### config.mk
export PLATFORM = sky130hd
export DESIGN_NAME = at_response_token_recognizer
export DESIGN_NICKNAME = d
export VERILOG_FILES = /design/src/sv/atr_pkg.sv /design/src/sv/at_response_token_recognizer.sv /design/src/sv/atr_match.sv
export SDC_FILE = /design/constraint.sdc
export NUM_CORES = 1
export LEC_CHECK = 0
export ABC_AREA = 1
export BUFFER_PORTS_ARGS = -buffer_cell sky130_fd_sc_hd__buf_2
export CORE_ASPECT_RATIO = 2
export CORE_MARGIN = 4
export CORE_UTILIZATION = 45
export DETAILED_ROUTE_END_ITERATION = 16
export GPL_TIMING_DRIVEN = 1
export SETUP_SLACK_MARGIN = 0.1
export SKIP_CTS_REPAIR_TIMING = 1
export SLEW_MARGIN = 20
export SYNTH_ARGS = -nofsm -noshare
export SYNTH_HDL_FRONTEND = slang
export SYNTH_SLANG_ARGS = --single-unit
### constraint.sdc
create_clock -name clk -period 2.5 [get_ports clk]
set_clock_uncertainty 0.1 [all_clocks]
set_input_delay 0.625 -clock clk [delete_from_list [all_inputs] [get_ports clk]]
set_output_delay 0.625 -clock clk [all_outputs]
set_load 0.02 [all_outputs]
### src/sv/atr_pkg.sv
`timescale 1ns / 1ps
// Shared types, response codes and token tables for the response token recognizer.
// No dependencies; used by atr_match and at_response_token_recognizer.
package atr_pkg;

	localparam int POS_W  = 5;
	localparam int CODE_W = 3;

	typedef logic [POS_W-1:0]  pos_t;
	typedef logic [CODE_W-1:0] code_t;
	typedef logic [7:0]        byte_t;

	// Response codes
	localparam code_t CODE_NONE  = 3'd0;
	localparam code_t CODE_OK    = 3'd1;
	localparam code_t CODE_ERROR = 3'd2;
	localparam code_t CODE_FAIL  = 3'd3;
	localparam code_t CODE_READY = 3'd4;
	localparam code_t CODE_WRITE = 3'd5;

	// Characters that matter
	localparam byte_t CH_CR    = 8'h0d;
	localparam byte_t CH_LF    = 8'h0a;
	localparam byte_t CH_SPACE = 8'h20;
	localparam byte_t CH_O     = 8'h4f;
	localparam byte_t CH_E     = 8'h45;
	localparam byte_t CH_F     = 8'h46;
	localparam byte_t CH_R_LO  = 8'h72;
	localparam byte_t CH_GT    = 8'h3e;

	// Match positions: idle, first position of each token, and the last valid one
	localparam pos_t POS_IDLE  = 5'd0;
	localparam pos_t POS_OK    = 5'd1;
	localparam pos_t POS_ERROR = 5'd4;
	localparam pos_t POS_FAIL  = 5'd10;
	localparam pos_t POS_READY = 5'd15;
	localparam pos_t POS_WRITE = 5'd21;
	localparam pos_t POS_LAST  = 5'd21;

	// Position reached when a token starts with this byte (idle if none does)
	function automatic pos_t start_pos(input byte_t b);
		pos_t p;
		unique case (b)
			CH_O:    p = POS_OK;
			CH_E:    p = POS_ERROR;
			CH_F:    p = POS_FAIL;
			CH_R_LO: p = POS_READY;
			CH_GT:   p = POS_WRITE;
			default: p = POS_IDLE;
		endcase
		return p;
	endfunction

	// Byte expected at a position inside a token
	function automatic byte_t want_byte(input pos_t p);
		byte_t b;
		unique case (p)
			5'd1:  b = 8'h4b; // K
			5'd2:  b = CH_CR;
			5'd3:  b = CH_LF;
			5'd4:  b = 8'h52; // R
			5'd5:  b = 8'h52; // R
			5'd6:  b = 8'h4f; // O
			5'd7:  b = 8'h52; // R
			5'd8:  b = CH_CR;
			5'd9:  b = CH_LF;
			5'd10: b = 8'h41; // A
			5'd11: b = 8'h49; // I
			5'd12: b = 8'h4c; // L
			5'd13: b = CH_CR;
			5'd14: b = CH_LF;
			5'd15: b = 8'h65; // e
			5'd16: b = 8'h61; // a
			5'd17: b = 8'h64; // d
			5'd18: b = 8'h79; // y
			5'd19: b = CH_CR;
			5'd20: b = CH_LF;
			5'd21: b = CH_SPACE;
			default: b = 8'h00;
		endcase
		return b;
	endfunction

	// Code given when the byte at this position completes a token
	function automatic code_t done_code(input pos_t p);
		code_t c;
		unique case (p)
			5'd3:    c = CODE_OK;
			5'd9:    c = CODE_ERROR;
			5'd14:   c = CODE_FAIL;
			5'd20:   c = CODE_READY;
			5'd21:   c = CODE_WRITE;
			default: c = CODE_NONE;
		endcase
		return c;
	endfunction

endpackage

### src/sv/at_response_token_recognizer.sv
`timescale 1ns / 1ps
// Top level of the modem response token recognizer: input and result registers.
// Depends on atr_pkg and atr_match.
//
// Usage:
//   Input channel (in_valid / in_ready / rx_byte) takes one received byte per beat.
//   Output channel (out_valid / out_ready / response_code) gives one code per
//   input beat, in order: 0 none, 1 ok, 2 error, 3 fail, 4 ready, 5 ready to write.
//   A nonzero code appears only on the beat of the byte that completes a token
//   (the line feed, or the space of "> ").
// Data path:
//   An accepted byte sits in the input register, is matched in one
//   combinational pass and moves into the result register when that register is
//   free or being emptied. One byte per cycle is sustained while out_ready stays high;
//   the match-position register is updated in the same pass that loads the result.
// Reset:
//   arst_n clears both stage valids and returns the match position to idle.
// Stall:
//   While out_ready is low and a result waits, the input register holds its byte;
//   one more byte is still taken if the input register is empty, after which
//   in_ready drops until the result is taken.
module at_response_token_recognizer (
	input  logic           clk,
	input  logic           arst_n,
	input  logic           in_valid,
	output logic           in_ready,
	input  atr_pkg::byte_t rx_byte,
	output logic           out_valid,
	input  logic           out_ready,
	output atr_pkg::code_t response_code
);
	import atr_pkg::*;

	logic  valid_s1;
	byte_t byte_s1;
	logic  valid_s2;
	code_t code_s2;
	logic  advance;
	logic  step;
	code_t code_d;

	// advance the pipe whenever the result register is free or being emptied
	assign advance  = !valid_s2 || out_ready;
	assign in_ready = !valid_s1 || advance;
	assign step     = valid_s1 && advance;

	// input register: hold the byte until it moves into the result stage
	always_ff @(posedge clk or negedge arst_n) begin
		if (!arst_n) begin
			valid_s1 <= 1'b0;
		end else if (in_ready) begin
			valid_s1 <= in_valid;
		end
	end

	always_ff @(posedge clk) begin
		if (in_ready && in_valid) begin
			byte_s1 <= rx_byte;
		end
	end

	atr_match u_match (
		.clk     (clk),
		.arst_n  (arst_n),
		.step    (step),
		.rx_byte (byte_s1),
		.code    (code_d)
	);

	// result register: one code per beat
	always_ff @(posedge clk or negedge arst_n) begin
		if (!arst_n) begin
			valid_s2 <= 1'b0;
		end else if (advance) begin
			valid_s2 <= valid_s1;
		end
	end

	always_ff @(posedge clk) begin
		if (step) begin
			code_s2 <= code_d;
		end
	end

	assign out_valid     = valid_s2;
	assign response_code = code_s2;

	a_code_range: assert property (@(posedge clk) disable iff (!arst_n)
		valid_s2 |-> code_s2 <= CODE_WRITE)
		else $error("response code out of range");

	a_stall_holds_s1: assert property (@(posedge clk) disable iff (!arst_n)
		valid_s1 && !advance |=> valid_s1 && $stable(byte_s1))
		else $error("input register lost a byte during a stall");

	a_step_fills_s2: assert property (@(posedge clk) disable iff (!arst_n)
		step |=> valid_s2)
		else $error("matched byte produced no result");

endmodule

### src/sv/atr_match.sv
`timescale 1ns / 1ps
// Match-position register and the single-pass next-state and code logic.
// Depends on atr_pkg.
module atr_match (
	input  logic          clk,
	input  logic          arst_n,
	input  logic          step,
	input  atr_pkg::byte_t rx_byte,
	output atr_pkg::code_t code
);
	import atr_pkg::*;

	pos_t  pos_q;
	pos_t  pos_d;
	code_t code_d;
	logic  hit;

	assign hit = (pos_q <= POS_LAST) && (rx_byte == want_byte(pos_q));

	always_comb begin
		pos_d  = POS_IDLE;
		code_d = CODE_NONE;
		priority if (pos_q == POS_IDLE) begin
			pos_d = start_pos(rx_byte);
		end else if (hit) begin
			code_d = done_code(pos_q);
			// advance unless this byte ends the token
			pos_d  = (code_d != CODE_NONE) ? POS_IDLE : pos_q + 5'd1;
		end else begin
			// mismatch: drop the byte and go idle
			pos_d = POS_IDLE;
		end
	end

	always_ff @(posedge clk or negedge arst_n) begin
		if (!arst_n) begin
			pos_q <= POS_IDLE;
		end else if (step) begin
			pos_q <= pos_d;
		end
	end

	assign code = code_d;

	a_pos_range: assert property (@(posedge clk) disable iff (!arst_n)
		pos_q <= POS_LAST)
		else $error("match position out of range");

	a_done_idles: assert property (@(posedge clk) disable iff (!arst_n)
		step && code_d != CODE_NONE |=> pos_q == POS_IDLE)
		else $error("completed token did not return to idle");

	a_inside_advance: assert property (@(posedge clk) disable iff (!arst_n)
		step && pos_q != POS_IDLE |=> pos_q == POS_IDLE || pos_q == $past(pos_q) + 5'd1)
		else $error("match position jumped inside a token");

endmodule
### After elaboration in Yosys (flattened, before gate mapping)

Memory sizes are Yosys's and may differ from the RTL's.
Cells that the tools add are included.

| storage, ports and cells | value |
|---|---|
| register bits | 18 |
| bits in latches | 0 |
| bits in writable memories | 0 |
| ROM bits | 224 |
| bits of input ports | 12 |
| output and inout port bits | 5 |
| word-level logic and storage cells | 37 |
| memories | 1 |

| cells by class | value |
|---|---|
| add/sub/neg operators | 1 |
| multipliers | 0 |
| divide/modulo/power cells | 0 |
| order comparisons | 1 |
| equality and inequality tests | 11 |
| shift-type cells | 0 |
| mux-type cells | 7 |
| bitwise logic cells | 1 |
| reduce and logical (&&, ||, !) cells | 10 |

Memory list:

| name | words | bits a word | rd ports | clocked after memory_dff | write ports | line | text |
|---|---|---|---|---|---|---|---|
| (no name shown) | 32 | 7 | 1 | 0 | 0 | atr_pkg.sv:57 | `unique case (p)` |

Operator list:

| cell | number |
|---|---|
| $eq A8 B7 Y1 const B | 4 |
| $pmux W5 S5 | 1 |
| $mux W5 | 3 |
| $pmux W3 S5 | 1 |
| $eq A5 B4 Y1 const B | 2 |
| $eq A5 B5 Y1 const B | 2 |
| $eq A8 B6 Y1 const B | 1 |
| $eq A8 B8 Y1 | 1 |
| $mux W3 | 2 |
| $add A5 B1 Y5 const B | 1 |
| $eq A5 B2 Y1 const B | 1 |
| $le A5 B5 Y1 const B | 1 |
| $logic_not A5 Y1 | 1 |
| $logic_and A1 B1 Y1 | 3 |
| $reduce_bool A3 Y1 | 1 |
| $logic_not A1 Y1 | 2 |
| $logic_or A1 B1 Y1 | 2 |
| $reduce_or A2 Y1 | 1 |
| $not A1 Y1 | 1 |

### Longest topological paths before layout

An unclocked memory read counts as a cell.

| logic depth | value |
|---|---|
| depth in word-level cells | 9 |
| gate-level depth with buffers | 13 |
| depth with buffers taken out | 13 |

### Cells and area by module

From an unflattened synthesis, not the netlist that was laid out.

| unflattened totals | value |
|---|---|
| cells, all modules | 227 |
| area, all modules | 1502.7 sq um |

By module, submodules not included:

| module | instances | cells each | area each (sq um) | seq. area each (sq um) |
|---|---|---|---|---|
| atr_match | 1 | 204 | 1077.3 | 125.1 |
| at_response_token_recognizer | 1 | 23 | 425.4 | 380.4 |

### Worst setup path after synthesis

OpenSTA, ideal clock, no wires.

| timing | value |
|---|---|
| kind | register to register |
| start point | register u_match.pos_q[0] |
| end point | register code_s2[0] (netlist: response_code[0]) (data pin) |
| setup time | 141 ps |
| data arrival time | 1676 ps |
| data required time | 2259 ps |
| slack | 583 ps |
| stages on the path, launching flop included | 14 |
| buffers on the path | 0 |
| clock period less this slack | 1917 ps |
| cell sequence | dfrtp_1 inv_2 ha_1 inv_1 nor2_1 nand2_2 inv_2 nor2_1 nand2_1 nor2_1 nand2_1 nor2_4 nand3_2 a21oi_2 |

| between the ends | value |
|---|---|
| longest elaborated chain between the ends | 5 |
| elaborated cells on any way between the ends | 15 |
| those cells by class | order compare: 1; eq/ne: 6; mux: 3; bitwise: 1; reduce/logical: 3; memory: 1 |

Ends and longest elaborated chain:

| item | line | text |
|---|---|---|
| start: declaration | atr_match.sv:13 | `pos_t pos_q;` |
| start signal: assignment | atr_match.sv:39 | `pos_q <= pos_d;` |
| $mem_v2 Z32 W7 | -- |  |
| $eq A8 B8 Y1 | atr_match.sv:18 | `assign hit = (pos_q <= POS_LAST) && (rx_byte == want_byte(pos_q));` |
| $logic_and A1 B1 Y1 | atr_match.sv:18 |  |
| $not A1 Y1 (no line) | -- |  |
| $reduce_or A2 Y1 (no line) | -- |  |
| end signal: assignment | at_response_token_recognizer.sv:81 | `code_s2 <= code_d;` |
| end: declaration | at_response_token_recognizer.sv:37 | `code_t code_s2;` |

Parallel ways exist; a longest one is shown, timed or not. The select of a mux whose other input is x is not followed.
A chain may end at the register's enable or synchronous reset.

### Worst setup path after layout

| timing | value |
|---|---|
| start point | register u_match.pos_q[0] |
| end point | register code_s2[1] (netlist: response_code[1]) (data pin) |

Same word-level chain as after synthesis.

==> out/results.ini <==
[setup_path]
path_delay_family = simple AND/OR/NAND/NOR gates
crit_cells = 13
critical_path_class = reg -> reg
cp_common_cell = nor2_1
critPathLaunch = u_match.pos_q[0]
critPathMaxFanout = 11
timing.reg2reg.setup_slack_ns = 0.35
cp-end-kind = flop
path_cells = inv_2 -> ha_1 -> inv_1 -> nor2_1 -> nand2_2 -> inv_2 -> nor2_1 -> nand2_1 -> nor2_1 -> nand2_1 -> nor2_4 -> nand3_2 -> nor2_1
critPathArrivalTime_ns = 2.17
r2r_cells = 13
cpMaxStageDelayCell = dfrtp_2
crit_path_end = response_code[1]
worstReg2RegEnd = response_code[1]
slowest_delay_ns = 0.51
crit_required_ns = 2.52
start_kind = flop
critical_path_buf_inv_count = 3
r2r-start = u_match.pos_q[0]

[yosys]
synthAdderAreaFrac_pct = 6.79
synthXorXnorAreaFrac_pct = 1.19
synth.avg_cell_area_sq_um = 7.34
syn_area_sq_um = 1480
synth_cell_types = 25
synth_top_family_by_area = simple AND/OR/NAND/NOR gates
syn_inst = 201
synth_edf_count = 11
synth-seq-cells = 18
synth_compound_area_share_pct = 6.36
synth.area.mux_share_pct = 0
ys_warn_count = 0
synth_ff_type = edfxtp_1
yosysSeqAreaShare_pct = 34.3
synthArstFlopShare_pct = 38.9
yosys.area_share.simple_pct = 42.7
synth.net_count = 221

[sta]
setup_violations = 0
min_period_ns = 2.15
relSlewSlack_pct = 70.3
fin_ws_ns = 0.347
rsz0062_at_grt = false
max_freq_mhz = 465
worst_slew_pin_slew_ns = 0.445
whs_ns = 0.0843
slew_violations = 0
finalCritPeriodShare_pct = 86.1
finalHoldViolCount = 0
tns_ns = 0

[global_route]
grt_pass1_vias = 1387
grt_max_degree = 12
antenna_found_initial = 0
use_met2_pct = 35.1
grt-busiest-layer = met2
grt_pass1_wl_mm = 6.25
grtUsageTotal_pct = 18.4
gr-total-overflow = 0
use_met3_pct = 2.34
use_met1_pct = 18.5

[cells_and_area]
areaGrowthSynthToFinish_pct = 11.1
nNetsFinal = 242
fillers = 319
drive_above_1_share_pct = 23.1
antennaDiodeCount = 0

[clocking]
cts-root-buf = clkbuf_8
clockBufferDepth = 2
htreeDepth = 1
cts_tree = built
clock-sinks = 18
clock_latency_ns = 0.26
clk_pin_slew_ns = 0.07
numCtsBuffers = 3

[die]
rows = 29
die_h_um = 89.0
io_pins = 17
start_util_pct = 46.7
die_x_um = 48.5
fp.coreArea_sq_um = 3160
dieArea_sq_um = 4310

[power_and_ir_drop]
p_leak_nw = 0.796
irDropWorstVdd_mv = 0.444
power_density_nw_per_um2 = 852
finalPower_mw = 1.40

[detailed_routing]
drc_errors = 0
vias_per_cell = 5.59
wire_per_inst_um = 14.6
final_antenna_net_count = 0
drtPass1Iterations = 4
wirelength_mm = 3.67
vias = 1408
drt_iter0_drc = 50

[job]
drv_cap = 0

[place]
portBuffers = 16
dp.final_hpwl_mm = 2.99
gp_congestion = 0.947
post-place-ws_ns = 0.280

[min_path]
hp-class = in -> async

[run_status]
status = finished, final reports clean

[cell type report]
type | count | area [sq um] | share of cell area (%)
clock buffer | 4 | 55.1 | 3.36
inverter | 25 | 93.8 | 5.73
multi-input combinational | 155 | 842 | 51.4
sequential | 18 | 507 | 30.9
tap | 31 | 38.8 | 2.37
timing repair buffer | 19 | 103 | 6.26
[placed cells by master (no fill, tap or decap), types with 2 or more instances in the layout]
cell / Yosys / final
a21oi_1: 7 / 7
buf_2: 0 / 16
buf_4: 0 / 3
clkbuf_8: 0 / 4
dfrtp_1: 7 / 6
edfxtp_1: 11 / 11
ha_1: 8 / 8
inv_1: 20 / 20
inv_2: 4 / 4
nand2_1: 52 / 52
nand2_2: 10 / 10
nand3_1: 18 / 18
nand3_2: 4 / 4
nand4_1: 10 / 10
nor2_1: 22 / 22
nor2_2: 4 / 4
nor2_4: 4 / 4
nor3_1: 3 / 3
nor4_1: 2 / 2
o21a_1: 2 / 2
o21ai_0: 3 / 3
xor2_1: 2 / 2
[worst register-to-register path: cells and delay by family, from the launching register on]
kind          cells  cell delay, ns
fa+ha+maj         1            0.27
buf+inv           3            0.25
flops             1            0.51
simple gates      9            0.90
[Yosys cell counts, drive strengths merged (2+ instances only)]
library cell	number	area [sq um]
xor2	2	17.5
nor2	30	153
dfrtp	7	175
o21ai	4	20.0
edfxtp	11	330
inv	24	90.1
nand2	62	258
o21a	2	15.0
ha	8	100
nand3	22	130
nor4	2	12.5
buf	3	33.8
nor3	3	15.0
a21oi	8	43.8
nand4	10	62.6
[stage by stage]
stage          util [%]  area, sq um  std cells
2_1_floorplan         -         1480        201
3_3_place_gp       50.1         1580        248
3_5_place_dp       50.1         1580        248
4_1_cts            51.9         1640        252
5_1_grt            51.9         1640        252
6_report           51.9         1640        252
[worst min-delay path by stage]
stage                            end  slack [ns]   start
global route                valid_s1        0.09  arst_n
global placement           out_valid        0.37  arst_n
floorplan                  out_valid        0.23  arst_n
CTS                         valid_s1        0.09  arst_n
detailed placement          valid_s1        0.37  arst_n
finish              u_match.pos_q[3]        0.08  arst_n
[state kept, by name, summed over array words and instances (netlist names)]
name and flops:
byte_s1 8, out_valid 1, response_code 3, u_match.pos_q 5, valid_s1 1
[cell families (layout without fill, tap and decap cells)]
family | after synthesis | after routing
fa+ha+maj | 8 | 8
simple gates | 129 | 129
flops | 18 | 18
buf+inv | 28 | 48
xor+xnor | 2 | 2
compound gates | 16 | 16
[report_power, final]
part | total, mW | internal (mW) | leakage (nW) | switching (mW)
Clock | 0.235 | 0.140 | 0.0288 | 0.0954
Sequential | 0.439 | 0.363 | 0.190 | 0.0755
Combinational | 0.723 | 0.239 | 0.577 | 0.483
[metal layers]
metal / share of wire (%) / up-vias / wire, um
met2: 56 / 48 / 2050
met1: 38 / 651 / 1380
met4: 2.8 / 0 / 104
met3: 3.6 / 12 / 133
met5: 0 / - / 0
li1: - / 697 / -
Power figures use the tool's default switching activity.
